## src/hdl/sld_pkg.sv

```systemverilog
// Shared types and constants of the serial line discipline.
package sld_pkg;

  localparam int SLD_LINE_CAP   = 32;
  localparam int SLD_QUEUE_DEPTH = 2;
  localparam int CFG_INDEX_W    = 2;

  localparam logic [CFG_INDEX_W-1:0] REG_LINE_MODE   = 2'd0;
  localparam logic [CFG_INDEX_W-1:0] REG_ECHO_ENABLE = 2'd1;

  localparam logic [7:0] CH_DEL = 8'h7f;
  localparam logic [7:0] CH_BS  = 8'h08;
  localparam logic [7:0] CH_SP  = 8'h20;
  localparam logic [7:0] CH_CR  = 8'h0d;
  localparam logic [7:0] CH_LF  = 8'h0a;
  localparam logic [7:0] CH_EOT = 8'h04;
  localparam logic [7:0] CH_ETX = 8'h03;
  localparam logic [7:0] CH_SUB = 8'h1a;

  localparam logic TARGET_RX   = 1'b0;
  localparam logic TARGET_ECHO = 1'b1;

  typedef enum logic [1:0] {
    ECHO_NONE,
    ECHO_ONE,
    ECHO_LF,
    ECHO_ERASE
  } echo_kind_t;

  typedef enum logic [2:0] {
    B_IDLE,
    B_RAW,
    B_FETCH,
    B_SEND,
    B_ECHO
  } back_state_t;

  typedef struct packed {
    logic [7:0] data;
    logic       wr_en;
    logic       flush;
    logic       raw;
    echo_kind_t echo;
  } cmd_t;

endpackage

```

## src/hdl/sld_front.sv

```systemverilog
// Front end: configuration registers, line bookkeeping and command classification.
module sld_front
  import sld_pkg::*;
#(
  parameter int LINE_CAP = SLD_LINE_CAP,
  localparam int LW = (LINE_CAP > 2) ? $clog2(LINE_CAP) : 1
) (
  input  logic                   clk,
  input  logic                   rst_n,
  input  logic                   cfg_valid,
  input  logic [CFG_INDEX_W-1:0] cfg_index,
  input  logic                   cfg_data,
  input  logic                   in_valid,
  input  logic [7:0]             in_byte,
  input  logic                   in_buffer_ready,
  input  logic                   q_full,
  output logic                   in_ready,
  output logic                   q_push,
  output cmd_t                   q_cmd,
  output logic [LW-1:0]          q_addr
);

  logic          line_mode_r;
  logic          echo_enable_r;
  logic [LW-1:0] line_len_r, line_len_nxt;
  logic          line_open_r, line_open_nxt;
  logic [LW-1:0] len_eff;
  logic          accept;
  logic          drop;
  logic          is_term;

  assign in_ready = !q_full;
  assign accept   = in_valid && in_ready;
  assign len_eff  = line_open_r ? line_len_r : '0;
  assign is_term  = (in_byte == CH_EOT) || (in_byte == CH_ETX) || (in_byte == CH_LF) ||
                    (in_byte == CH_SUB) || (in_byte == CH_CR);

  always_comb begin
    drop          = line_mode_r ? (!line_open_r && !in_buffer_ready) : !in_buffer_ready;
    line_len_nxt  = line_len_r;
    line_open_nxt = line_open_r;
    q_addr        = len_eff;
    q_cmd.data    = in_byte;
    q_cmd.wr_en   = 1'b0;
    q_cmd.flush   = 1'b0;
    q_cmd.raw     = 1'b0;
    if (!echo_enable_r) begin
      q_cmd.echo = ECHO_NONE;
    end else if ((in_byte == CH_BS) || (in_byte == CH_DEL)) begin
      q_cmd.echo = ECHO_ERASE;
    end else if (in_byte == CH_LF) begin
      q_cmd.echo = ECHO_LF;
    end else begin
      q_cmd.echo = ECHO_ONE;
    end
    if (!line_mode_r) begin
      q_cmd.raw = 1'b1;
    end else if (is_term || (len_eff >= LW'(LINE_CAP - 1))) begin
      q_cmd.wr_en   = 1'b1;
      q_cmd.flush   = 1'b1;
      line_len_nxt  = '0;
      line_open_nxt = 1'b0;
    end else if ((in_byte == CH_DEL) && (len_eff != '0)) begin
      line_len_nxt  = len_eff - LW'(1);
      line_open_nxt = 1'b1;
    end else begin
      q_cmd.wr_en   = 1'b1;
      line_len_nxt  = len_eff + LW'(1);
      line_open_nxt = 1'b1;
    end
    q_push = accept && !drop;
  end

  always_ff @(posedge clk) begin
    if (!rst_n) begin
      line_mode_r   <= 1'b1;
      echo_enable_r <= 1'b1;
    end else if (cfg_valid) begin
      if (cfg_index == REG_LINE_MODE) begin
        line_mode_r <= cfg_data;
      end else if (cfg_index == REG_ECHO_ENABLE) begin
        echo_enable_r <= cfg_data;
      end
    end
  end

  always_ff @(posedge clk) begin
    if (!rst_n) begin
      line_len_r  <= '0;
      line_open_r <= 1'b0;
    end else if (q_push) begin
      line_len_r  <= line_len_nxt;
      line_open_r <= line_open_nxt;
    end
  end

endmodule

```

## src/hdl/sld_cmd_fifo.sv

```systemverilog
// Short command queue between the front end and the back end.
module sld_cmd_fifo #(
  parameter int W     = 8,
  parameter int DEPTH = 2,
  localparam int PW = (DEPTH > 1) ? $clog2(DEPTH) : 1,
  localparam int CW = $clog2(DEPTH + 1)
) (
  input  logic         clk,
  input  logic         rst_n,
  input  logic         push,
  input  logic [W-1:0] push_data,
  input  logic         pop,
  output logic [W-1:0] pop_data,
  output logic         full,
  output logic         not_empty
);

  logic [W-1:0]  mem_r [DEPTH];
  logic [PW-1:0] wr_ptr_r, rd_ptr_r;
  logic [CW-1:0] count_r;
  logic          do_push, do_pop;

  assign full      = (count_r == CW'(DEPTH));
  assign not_empty = (count_r != '0);
  assign do_push   = push && !full;
  assign do_pop    = pop && not_empty;
  assign pop_data  = mem_r[rd_ptr_r];

  always_ff @(posedge clk) begin
    if (do_push) begin
      mem_r[wr_ptr_r] <= push_data;
    end
  end

  always_ff @(posedge clk) begin
    if (!rst_n) begin
      wr_ptr_r <= '0;
      rd_ptr_r <= '0;
      count_r  <= '0;
    end else begin
      if (do_push) begin
        wr_ptr_r <= (wr_ptr_r == PW'(DEPTH - 1)) ? '0 : wr_ptr_r + PW'(1);
      end
      if (do_pop) begin
        rd_ptr_r <= (rd_ptr_r == PW'(DEPTH - 1)) ? '0 : rd_ptr_r + PW'(1);
      end
      if (do_push && !do_pop) begin
        count_r <= count_r + CW'(1);
      end else if (do_pop && !do_push) begin
        count_r <= count_r - CW'(1);
      end
    end
  end

endmodule

```

## src/hdl/sld_back.sv

```systemverilog
// Back end: line store, line flush sequencing, echo generation and output register.
module sld_back
  import sld_pkg::*;
#(
  parameter int LINE_CAP = SLD_LINE_CAP,
  localparam int LW = (LINE_CAP > 2) ? $clog2(LINE_CAP) : 1
) (
  input  logic          clk,
  input  logic          rst_n,
  input  logic          q_valid,
  input  cmd_t          q_cmd,
  input  logic [LW-1:0] q_addr,
  output logic          q_pop,
  input  logic          out_ready,
  output logic          out_valid,
  output logic          out_target,
  output logic [7:0]    out_byte,
  output logic          out_end,
  output logic          out_last
);

  logic [7:0]    line_mem [LINE_CAP];
  logic [7:0]    rd_data_r;
  back_state_t   state_r, state_nxt;
  cmd_t          cur_r;
  logic [LW-1:0] last_r, idx_r, idx_nxt;
  logic [1:0]    ecnt_r, ecnt_nxt;
  logic          out_valid_r, out_target_r, out_end_r, out_last_r;
  logic [7:0]    out_byte_r;
  logic          slot_free;
  logic          load;
  logic          ld_target, ld_end, ld_last;
  logic [7:0]    ld_byte;
  logic          mem_we, rd_en;
  logic [LW-1:0] rd_addr;
  logic          echo_last;
  logic [7:0]    echo_byte;
  logic          no_echo;

  assign slot_free = !out_valid_r || out_ready;
  assign no_echo   = (cur_r.echo == ECHO_NONE);

  always_comb begin
    unique case (cur_r.echo)
      ECHO_LF: begin
        echo_byte = (ecnt_r == 2'd0) ? CH_LF : CH_CR;
        echo_last = (ecnt_r == 2'd1);
      end
      ECHO_ERASE: begin
        echo_byte = (ecnt_r == 2'd1) ? CH_SP : CH_BS;
        echo_last = (ecnt_r == 2'd2);
      end
      default: begin
        echo_byte = {1'b0, cur_r.data[6:0]};
        echo_last = 1'b1;
      end
    endcase
  end

  always_comb begin
    state_nxt = state_r;
    idx_nxt   = idx_r;
    ecnt_nxt  = ecnt_r;
    q_pop     = 1'b0;
    mem_we    = 1'b0;
    rd_en     = 1'b0;
    rd_addr   = idx_r;
    load      = 1'b0;
    ld_target = TARGET_RX;
    ld_byte   = cur_r.data;
    ld_end    = 1'b0;
    ld_last   = 1'b0;
    unique case (state_r)
      B_IDLE: begin
        ecnt_nxt = 2'd0;
        if (q_valid) begin
          q_pop  = 1'b1;
          mem_we = q_cmd.wr_en;
          if (q_cmd.raw) begin
            state_nxt = B_RAW;
          end else if (q_cmd.flush) begin
            state_nxt = B_FETCH;
          end else if (q_cmd.echo != ECHO_NONE) begin
            state_nxt = B_ECHO;
          end
        end
      end
      B_RAW: begin
        if (slot_free) begin
          load      = 1'b1;
          ld_end    = 1'b1;
          ld_last   = no_echo;
          state_nxt = no_echo ? B_IDLE : B_ECHO;
        end
      end
      B_FETCH: begin
        rd_en     = 1'b1;
        rd_addr   = '0;
        idx_nxt   = '0;
        state_nxt = B_SEND;
      end
      B_SEND: begin
        if (slot_free) begin
          load    = 1'b1;
          ld_byte = rd_data_r;
          ld_end  = (idx_r == last_r);
          ld_last = (idx_r == last_r) && no_echo;
          if (idx_r == last_r) begin
            state_nxt = no_echo ? B_IDLE : B_ECHO;
          end else begin
            rd_en   = 1'b1;
            rd_addr = idx_r + LW'(1);
            idx_nxt = idx_r + LW'(1);
          end
        end
      end
      B_ECHO: begin
        if (slot_free) begin
          load      = 1'b1;
          ld_target = TARGET_ECHO;
          ld_byte   = echo_byte;
          ld_last   = echo_last;
          if (echo_last) begin
            state_nxt = B_IDLE;
          end else begin
            ecnt_nxt = ecnt_r + 2'd1;
          end
        end
      end
      default: state_nxt = B_IDLE;
    endcase
  end

  always_ff @(posedge clk) begin
    if (mem_we) begin
      line_mem[q_addr] <= q_cmd.data;
    end
    if (rd_en) begin
      rd_data_r <= line_mem[rd_addr];
    end
  end

  always_ff @(posedge clk) begin
    if (q_pop) begin
      cur_r  <= q_cmd;
      last_r <= q_addr;
    end
    idx_r  <= idx_nxt;
    ecnt_r <= ecnt_nxt;
    if (load) begin
      out_target_r <= ld_target;
      out_byte_r   <= ld_byte;
      out_end_r    <= ld_end;
      out_last_r   <= ld_last;
    end
  end

  always_ff @(posedge clk) begin
    if (!rst_n) begin
      state_r     <= B_IDLE;
      out_valid_r <= 1'b0;
    end else begin
      state_r <= state_nxt;
      if (load) begin
        out_valid_r <= 1'b1;
      end else if (out_ready) begin
        out_valid_r <= 1'b0;
      end
    end
  end

  assign out_valid  = out_valid_r;
  assign out_target = out_target_r;
  assign out_byte   = out_byte_r;
  assign out_end    = out_end_r;
  assign out_last   = out_last_r;

endmodule

```

## src/hdl/serial_line_discipline.sv

```systemverilog
// Top level of the serial receive line discipline with line editing and echo.
// Each received byte is classified and, unless it is dropped because no buffer is ready,
// queued; the back end takes a command from the queue while idle and then emits its
// results one per cycle from an output register while the output is not stalled. A raw
// byte gives one result, a line flush first starts the line store read and then sends
// each stored byte, and echo adds one to three results. The longest case is a DEL or BS
// that flushes a full line with echo on: LINE_CAP stored bytes followed by three echo
// bytes. The single read port of the line store sets the flush rate. A command queue
// of two entries lets the input keep accepting bytes while a flush or echo is still
// being sent.
module serial_line_discipline
  import sld_pkg::*;
#(
  parameter int LINE_CAP = SLD_LINE_CAP
) (
  input  logic                   clk,
  input  logic                   rst_n,
  input  logic                   cfg_valid,
  output logic                   cfg_ready,
  input  logic [CFG_INDEX_W-1:0] cfg_index,
  input  logic                   cfg_data,
  input  logic                   in_tvalid,
  output logic                   in_tready,
  input  logic [7:0]             in_tdata,  // [7:0] rx_byte
  input  logic                   in_tuser,  // [0] buffer_ready
  output logic                   out_tvalid,
  input  logic                   out_tready,
  output logic [15:0]            out_tdata, // [7:0] out_byte, [8] buffer_end, rest zero
  output logic                   out_tuser, // [0] target
  output logic                   out_tlast  // run_last
);

  localparam int LW = (LINE_CAP > 2) ? $clog2(LINE_CAP) : 1;
  localparam int QW = $bits(cmd_t) + LW;

  logic          q_push, q_pop, q_full, q_not_empty;
  cmd_t          f_cmd, b_cmd;
  logic [LW-1:0] f_addr, b_addr;
  logic [QW-1:0] q_out;
  logic [7:0]    o_byte;
  logic          o_end;

  assign cfg_ready = 1'b1;

  sld_front #(.LINE_CAP(LINE_CAP)) u_front (
    .clk             (clk),
    .rst_n           (rst_n),
    .cfg_valid       (cfg_valid),
    .cfg_index       (cfg_index),
    .cfg_data        (cfg_data),
    .in_valid        (in_tvalid),
    .in_byte         (in_tdata),
    .in_buffer_ready (in_tuser),
    .q_full          (q_full),
    .in_ready        (in_tready),
    .q_push          (q_push),
    .q_cmd           (f_cmd),
    .q_addr          (f_addr)
  );

  sld_cmd_fifo #(.W(QW), .DEPTH(SLD_QUEUE_DEPTH)) u_queue (
    .clk       (clk),
    .rst_n     (rst_n),
    .push      (q_push),
    .push_data ({f_cmd, f_addr}),
    .pop       (q_pop),
    .pop_data  (q_out),
    .full      (q_full),
    .not_empty (q_not_empty)
  );

  assign b_cmd  = q_out[QW-1:LW];
  assign b_addr = q_out[LW-1:0];

  sld_back #(.LINE_CAP(LINE_CAP)) u_back (
    .clk        (clk),
    .rst_n      (rst_n),
    .q_valid    (q_not_empty),
    .q_cmd      (b_cmd),
    .q_addr     (b_addr),
    .q_pop      (q_pop),
    .out_ready  (out_tready),
    .out_valid  (out_tvalid),
    .out_target (out_tuser),
    .out_byte   (o_byte),
    .out_end    (o_end),
    .out_last   (out_tlast)
  );

  assign out_tdata = {7'd0, o_end, o_byte};

endmodule

```

## config.mk

```make
export PLATFORM = sky130hd
export DESIGN_NAME = serial_line_discipline
export DESIGN_NICKNAME = d
export VERILOG_FILES = /design/src/hdl/sld_pkg.sv /design/src/hdl/sld_front.sv /design/src/hdl/sld_cmd_fifo.sv /design/src/hdl/sld_back.sv /design/src/hdl/serial_line_discipline.sv
export SDC_FILE = /design/constraint.sdc
export NUM_CORES = 1
export LEC_CHECK = 0
export ABC_AREA = 1
export BUFFER_PORTS_ARGS = -buffer_cell sky130_fd_sc_hd__buf_4
export CAP_MARGIN = 5
export CORE_MARGIN = 5
export CORE_UTILIZATION = 40
export CTS_CLUSTER_SIZE = 28
export DETAILED_ROUTE_END_ITERATION = 8
export GPL_TIMING_DRIVEN = 0
export PLACE_DENSITY_LB_ADDON = 0.3
export SYNTH_ARGS = -nofsm -noshare
export SYNTH_HDL_FRONTEND = slang
export SYNTH_SLANG_ARGS = --single-unit
```

## constraint.sdc

```tcl
create_clock -name clk -period 6.7 [get_ports clk]
set_clock_uncertainty 0.2 [all_clocks]
set_input_delay 1.34 -clock clk [delete_from_list [all_inputs] [get_ports clk]]
set_output_delay 1.34 -clock clk [all_outputs]
set_load 0.03 [all_outputs]
```

==> impl_metrics.csv, run 1 <==
group,metric,value,unit
timing,finalSetupViolations,0,
power_and_ir_drop,p_int,5.01,mW
placement,dp.cells,2141,
drt,drt_wl_total,40.9,mm
finish,fin_nets,1682,
worst_hold_path,min_path_cells,1,
drt,drtPass1Iterations,5,
synthesis,ys_warn_count,0,
floorplanning,die_h,210,µm
power_and_ir_drop,report.power.total,8.27,mW
floorplanning,dieArea,44000,µm²
timing,worstMarginPinSlew,0.949,ns
timing,worst_slack,2.42,ns
placement,place.gp.congestion,0.938,
finish,finalInstanceArea,18200,µm²
synthesis,synthDistinctLibCells,42,
grt,grt_pass1_wl,63.0,mm
flow_run,maxCapViolations,0,
clocking,cts_setup_buffers,0,
synthesis,ys_seq_area_share,64.4,%
clocking,cts_tree,"done",
timing,finalCritPeriodShare,63.8,%
critical_path,max_stage_delay,0.90,ns
synthesis,ys_ff_latch,350,
finish,syn2layout_area_growth,14.1,%
critical_path,crit_family,"simple AND/OR/NAND/NOR gates",
worst_hold_path,min_from,"u_queue.rd_ptr_r$_SDFFE_PN0P_",
grt,antenna_found_initial,0,
placement,post-dp-hpwl,28.1,mm
grt,grt.total_usage,18.5,%
power_and_ir_drop,pwr-share-seq,35.8,%
critical_path,startpoint_type,"flip-flop",
power_and_ir_drop,pwr-share-clk,25.0,%
critical_path,arrival,4.24,ns
clocking,h-tree-depth,2,
critical_path,crit_slowest_cell,"nor2_1",
grt,grt_pass1_vias,11000,
timing,min_period,4.28,ns
floorplanning,core-area,39600,µm²
power_and_ir_drop,p_sw_share,39.5,%
critical_path,r2r_start,"u_back.state_r[0]$_SDFFE_PN0P_",
finish,fillers,3678,
finish,n_antenna_cell,0,
clocking,clock_latency,0.55,ns
floorplanning,fp.dieW,210,µm
placement,postPlaceCellArea,17000,µm²
grt,grt_max_degree,34,
critical_path,crit_chain,"nor2_1 -> inv_1 -> nor2_1 -> inv_1 -> nor2_2 -> inv_1 -> a21oi_1 -> nand3_1 -> nor2_1",
drt,antenna_left,0,
clocking,numCtsBuffers,38,
clocking,postCtsHoldBufs,0,
timing,max_freq,234,MHz
finish,post_route_cells_drive_above_1_share,11.1,%
floorplanning,initial_core_util,40.3,%
synthesis,ys.flop_type,"edfxtp_1",
timing,relSlewSlack,36.5,%
timing,maxSlewViolCount,0,
floorplanning,std_cell_rows,73,
grt,grt-ovfl-total,0,
synthesis,avgSynthCellArea,10.1,µm²
critical_path,rr_endpoint,"u_back.line_mem[28][5]$_DFFE_PP_",
power_and_ir_drop,vdd_drop_max,198,µV
worst_hold_path,min_path_type,"flip-flop to flip-flop",
power_and_ir_drop,leakage,7.67,nW
synthesis,syn-cell-area,16000,µm²
clocking,cts_resized,0,
drt,drt_iter0_drc,1126,
critical_path,r2r_slack,2.42,ns
drt,drc,0,
synthesis,synth_async_sr_flop_share,0,%
drt,vias,11300,
finish,final_util,46.0,%
synthesis,synth_edf_count,328,
timing,rsz0062_at_grt,"no",
critical_path,crit_type,"flip-flop to flip-flop",
clocking,clockRootBuffer,"clkbuf_16",
timing,setup-tns-final,0,ns
critical_path,worstPathBufferInverterCount,3,
drt,vias_per_cell,5.10,
critical_path,r2r_cells,9,
power_and_ir_drop,power_frac_comb,39.2,%
clocking,cts_sinks,350,
timing,hold_ws,0.262,ns
power_and_ir_drop,power_density,454,nW/µm²
critical_path,crit_fanout,19,
power_and_ir_drop,power_switching,3.27,mW
floorplanning,io_pins,38,
critical_path,end_kind,"flip-flop",
synthesis,netlist_instances,1576,
clocking,clock_path_buffers,3,
finish,final_cells,2208,
clocking,path_clk_slew,0.06,ns
drt,routedWlPerCell,18.5,µm
timing,hold_violations,0,
outcome,status,"finished clean",
placement,place_ws,2.44,ns
critical_path,required,6.67,ns
placement,portBuffers,29,
==> logic make-up (layout without fill, tap and decap cells) <==
group,Yosys count,in the layout,synth area share (%)
mux,4,4,0.251
fa+ha+maj,9,9,0.752
simple gates,743,743,22.0
compound gates,57,57,2.00
other cells,2,8,0.0470
buf+inv,408,509,10.4
xor+xnor,3,3,0.164
flops,350,350,64.4
==> flip-flops by register name (all words and copies together), names as in the netlist, named ones only <==
register	count
u_queue.rd_ptr_r	1
u_queue.mem_r	36
u_back.out_target	1
u_back.out_last	1
u_back.rd_data_r	8
u_back.out_valid	1
u_back.idx_r	5
u_front.echo_enable_r	1
u_back.out_end	1
u_back.last_r	5
u_front.line_len_r	5
u_queue.wr_ptr_r	1
u_queue.count_r	2
u_back.state_r	3
u_front.line_mode_r	1
u_back.ecnt_r	2
u_back.out_byte	8
u_back.line_mem	256
u_back.cur_r	10
u_front.line_open_r	1
==> area by class of cell <==
type	count	area, µm²	area share [%]
flip-flops and latches	350	10300	56.4
multi-input cells	824	4070	22.3
inverters	319	1200	6.57
clock buffers	41	983	5.39
well taps	525	657	3.60
plain buffers	89	467	2.56
repair buffers	34	330	1.81
clock inverters	26	241	1.32
==> synth_stat cells (all sizes together), types with 3 or more instances <==
cell type	n	share of area [%]
dfxtp	22	2.8
nand4	123	4.8
or2	7	0.27
o21ai	23	0.72
edfxtp	328	62
inv	317	7.4
nand2	270	6.4
nor3	5	0.16
nand3	259	8.2
ha	8	0.63
buf	67	2.4
a21oi	22	0.69
mux2i	4	0.25
nor4	3	0.12
clkbuf	22	0.52
nor2	72	1.8
==> worst max-delay path by stage <==
stage                                        start                                 end  slack [ns]  cells past startpoint
detailed placement  u_back.state_r[0]$_SDFFE_PN0P_    u_back.line_mem[30][5]$_DFFE_PP_        2.44                      9
floorplan                              in_tdata[5]  u_front.line_len_r[4]$_SDFFE_PN0P_        3.44                     10
global placement    u_back.state_r[0]$_SDFFE_PN0P_    u_back.line_mem[31][2]$_DFFE_PP_        2.05                      9
finish              u_back.state_r[0]$_SDFFE_PN0P_    u_back.line_mem[28][5]$_DFFE_PP_        2.42                      9
global route        u_back.state_r[0]$_SDFFE_PN0P_    u_back.line_mem[30][3]$_DFFE_PP_        2.14                      9
CTS                 u_back.state_r[0]$_SDFFE_PN0P_    u_back.line_mem[30][3]$_DFFE_PP_        2.43                      9
==> power groups by stage <==
stage,registers (mW),logic [mW],clock network [mW]
6_report,2.96,3.24,2.07
5_1_grt,2.98,3.55,2.20
4_1_cts,2.96,3.23,2.10
3_5_place_dp,3.00,3.22,0
3_3_place_gp,3.02,3.09,0
2_1_floorplan,3.04,1.97,0
==> metal layers <==
layer  routed length, µm  global-route usage (%)
met5                   0                       0
met4                 973                    5.20
met3                2800                    3.66
met2               19300                    30.1
met1               17800                    25.5
==> cells in the final DEF (no fill, tap or decap), types with 3 or more instances in the layout <==
| master | Yosys | layout |
|---|---|---|
| nand3_1 | 256 | 256 |
| nor3_1 | 5 | 5 |
| buf_4 | 20 | 49 |
| nor4_1 | 3 | 3 |
| or2_2 | 6 | 6 |
| nand2_1 | 268 | 263 |
| nand3_2 | 3 | 3 |
| clkbuf_1 | 22 | 24 |
| o21ai_0 | 23 | 23 |
| buf_2 | 46 | 46 |
| nand2_2 | 2 | 7 |
| clkinvlp_4 | 0 | 4 |
| bufinv_16 | 0 | 4 |
| clkbuf_16 | 0 | 39 |
| clkinv_2 | 0 | 11 |
| clkinv_1 | 2 | 7 |
| dfxtp_1 | 22 | 22 |
| conb_1 | 2 | 8 |
| a21oi_1 | 22 | 22 |
| nor2_2 | 0 | 3 |
| inv_2 | 5 | 5 |
| nor2_1 | 70 | 67 |
| edfxtp_1 | 328 | 328 |
| inv_1 | 312 | 312 |
| nand4_1 | 123 | 123 |
| mux2i_1 | 4 | 4 |
| ha_1 | 8 | 8 |
| buf_16 | 0 | 3 |
==> worst register-to-register path: cells and delay by family, from the launching register on <==
kind	cells	cell delay, ns
AND/OR/NAND/NOR	5	2.58
flip-flops	1	0.33
buffers and inverters	3	0.42
AO/OA/AOI/OAI	1	0.37
Power figures use the tool's default switching activity.
==> run 2: changes to the inputs <==
--- a/config.mk
+++ b/config.mk
@@ -5,7 +5,7 @@
 export SDC_FILE = /design/constraint.sdc
 export NUM_CORES = 1
 export LEC_CHECK = 0
-export ABC_AREA = 1
+export ABC_AREA = 0
 export BUFFER_PORTS_ARGS = -buffer_cell sky130_fd_sc_hd__buf_4
 export CAP_MARGIN = 5
 export CORE_MARGIN = 5
==> constraint.sdc (replaced) <==
create_clock -name clk -period 3.9 [get_ports clk]
set_clock_uncertainty 0.2 [all_clocks]
set_input_delay 0.78 -clock clk [delete_from_list [all_inputs] [get_ports clk]]
set_output_delay 0.78 -clock clk [all_outputs]
set_load 0.03 [all_outputs]
==> run 2 against run 1 <==
Against the previous run:
- worst setup slack got worse by 2.3 ns
- global-route usage fell by 1.5 points
- critical path depth rose by 2
- power rose by 45%
- first-iteration DRC count fell by 29%
- synthesized cell count fell by 31%
- cell count fell by 25%
- combinational power rose by 18%
- via count fell by 18%
- routed wire length fell by 13%
- utilization rose by 0.20 points
- count of clock-buffer cells in the layout rose by 11
- critical path type unchanged
- critical endpoint is now u_back.rd_data_r[7]$_DFFE_PP_
- largest cell class unchanged
- highest routed layer unchanged
==> impl_metrics.csv, run 2 <==
group,metric,value,unit
outcome,status,"finished clean",
grt,grt_max_degree,34,
finish,largest-register,"u_back.line_mem",
drt,antenna_left,0,
synthesis,ys.flop_type,"edfxtp_1",
drt,vias_per_cell,5.57,
worst_hold_path,min_path_type,"input port to flip-flop",
synthesis,syn-cell-area,15000,µm²
floorplanning,io_pins,38,
clocking,clockRootBuffer,"clkbuf_16",
timing,max_freq,267,MHz
synthesis,synth_top_cell_area_share,65.8,%
finish,n_antenna_cell,0,
timing,relSlewSlack,26.8,%
synthesis,ys_ff_latch,350,
timing,finalCritPeriodShare,96.1,%
floorplanning,std_cell_rows,70,
synthesis,ys_warn_count,0,
floorplanning,die_h,203,µm
grt,antenna_found_initial,0,
finish,layout_commonest_cell,"edfxtp_1",
clocking,clock_path_buffers,3,
placement,place.gp.congestion,0.880,
synthesis,synthDistinctLibCells,70,
floorplanning,fp.dieW,203,µm
finish,layout_common_cells,"328 x edfxtp_1, 133 x nand2_1, 74 x nand3_1",
finish,reg.largest.list,"u_back.line_mem x256, u_queue.mem_r x36, u_back.cur_r x10",
timing,hold_violations,0,
timing,min_period,3.75,ns
grt,grt_pass1_vias,9131,
power_and_ir_drop,vdd_drop_max,337,µV
timing,maxSlewViolCount,0,
critical_path,crit_fanout,10,
drt,vias,9252,
placement,post-dp-hpwl,23.9,mm
clocking,h-tree-depth,2,
placement,portBuffers,29,
finish,post_route_cells_drive_above_1_share,12.7,%
grt,grt-ovfl-total,0,
timing,setup-tns-final,0,ns
critical_path,end_kind,"flip-flop",
floorplanning,core-area,36800,µm²
clocking,postCtsHoldBufs,0,
timing,worstMarginPinSlew,1.09,ns
placement,dp.cells,1591,
critical_path,crit_type,"flip-flop to flip-flop",
finish,syn2layout_area_growth,13.6,%
synthesis,synth.most_common_cell,"edfxtp_1",
synthesis,ys_seq_area_share,68.8,%
power_and_ir_drop,leakage,5.68,nW
drt,drc,0,
drt,routedWlPerCell,21.5,µm
floorplanning,initial_core_util,40.7,%
synthesis,synth_edf_count,328,
synthesis,synth_area_leaders,"edfxtp_1 66%, mux2i_1 4.3%, nand2_1 3.3%",
power_and_ir_drop,power_density,707,nW/µm²
grt,grt.total_usage,17.0,%
timing,finalSetupViolations,0,
synthesis,netlist_instances,1086,
clocking,path_clk_slew,0.07,ns
drt,drtPass1Iterations,5,
flow_run,maxCapViolations,0,
drt,drt_wl_total,35.7,mm
finish,largest_reg_flops,256,
floorplanning,dieArea,41400,µm²
critical_path,arrival,3.81,ns
clocking,cts_tree,"done",
critical_path,startpoint_type,"flip-flop",
clocking,cts_sinks,350,
timing,rsz0062_at_grt,"no",
finish,final_cells,1661,
clocking,numCtsBuffers,38,
synthesis,avgSynthCellArea,13.8,µm²
synthesis,synth_common_cells,"328 x edfxtp_1, 133 x nand2_1, 74 x nand3_1",
synthesis,synth_async_sr_flop_share,0,%
synthesis,synth_top_cell_by_area,"edfxtp_1",
grt,grt_pass1_wl,54.5,mm
finish,fin_nets,1190,
clocking,clock_latency,0.52,ns
critical_path,required,3.96,ns
drt,drt_iter0_drc,798,
==> run 2: cell count changes in the layout (fill, tap and decap cells not counted), sizes merged, moves of 13 or more <==
cell / previous run / this run
a211oi: 2 / 21
and2: 0 / 15
and3: 1 / 22
buf: 101 / 66
clkbuf: 63 / 87
inv: 318 / 19
mux2: 0 / 13
mux2i: 4 / 65
nand2: 270 / 134
nand3: 259 / 75
nand4: 123 / 18
nor2: 72 / 57
o2111a: 0 / 17
o211ai: 1 / 21
==> run 2: area by class of cell <==
class	instances	area (µm²)
Fill cell	3277	19800
Sequential cell	350	10300
Multi-Input combinational cell	655	4290
Clock buffer	52	1030
Tap cell	468	586
Buffer	69	368
Timing Repair Buffer	32	248
Clock inverter	17	111
Inverter	18	68.8
==> run 2: path summary, 6_finish.rpt <==
kind,start,endpoint,cells past startpoint,slack [ns]
max,u_back.state_r[0]$_SDFFE_PN0P_,u_back.rd_data_r[7]$_DFFE_PP_,11,0.15
min,in_tdata[5],u_queue.mem_r[1][15]$_DFFE_PP_,1,0.28
max reg2reg,u_back.state_r[0]$_SDFFE_PN0P_,u_back.rd_data_r[7]$_DFFE_PP_,11,0.15
min reg2reg,u_front.line_len_r[0]$_SDFFE_PN0P_,u_front.line_len_r[0]$_SDFFE_PN0P_,2,0.30
==> run 2: stage by stage <==
stage                     utilization (%)  cell area, µm²  power [mW]  hold WS (ns)  setup slack, ns
after floorplan                         -           15000        7.41         0.271            0.646
after global placement               42.9           15800        8.66         0.285           -0.586
after detailed placement             43.0           15800        8.73         0.292           -0.558
after CTS                            46.1           17000        12.0         0.256           0.0670
after global routing                 46.2           17000        12.5         0.261           0.0229
final                                46.2           17000        12.0         0.277            0.152
==> run 2: report_power, final <==
| part | internal (mW) | switching, mW | leakage, nW |
|---|---|---|---|
| Clock | 1.93 | 1.40 | 0.565 |
| Combinational | 1.18 | 2.65 | 1.96 |
| Sequential | 4.74 | 0.125 | 3.15 |
| Total | 7.84 | 4.17 | 5.68 |
==> run 2: cells by family (layout without fill, tap and decap cells) <==
kind of cell	Yosys count	after routing	share of synthesized area, %
compound gates	185	185	9.78
xor+xnor	16	16	1.04
fa+ha+maj	9	9	0.803
buf+inv	87	188	2.92
flops	350	350	68.8
mux	78	78	5.41
other cells	2	8	0.0502
simple gates	359	359	11.3
==> run 2: repair_timing <==
item | in CTS | in global routing
setup buffers | 1 | 0
gates resized for setup | 0 | 5
pin swaps | 1 | 0
endpoints found under the setup margin | 2 | 218
==> run 2: per-layer routing <==
metal  routed length (µm)  GRT usage (%)
met3                 2410           3.13
met1                16100           24.5
met5                    0              0
met4                 1290           6.05
met2                15900           26.1
==> run 2: worst max-delay path, cell delays in order, from the launching register on <==
cell	delay, ns
dfxtp_1	0.29
clkbuf_1	0.19
or3b_1	0.44
buf_2	0.23
nand4_1	0.12
o32a_1	0.46
nand2_1	0.22
buf_2	0.25
buf_2	0.21
a211oi_1	0.50
o41ai_1	0.15
o32a_1	0.23
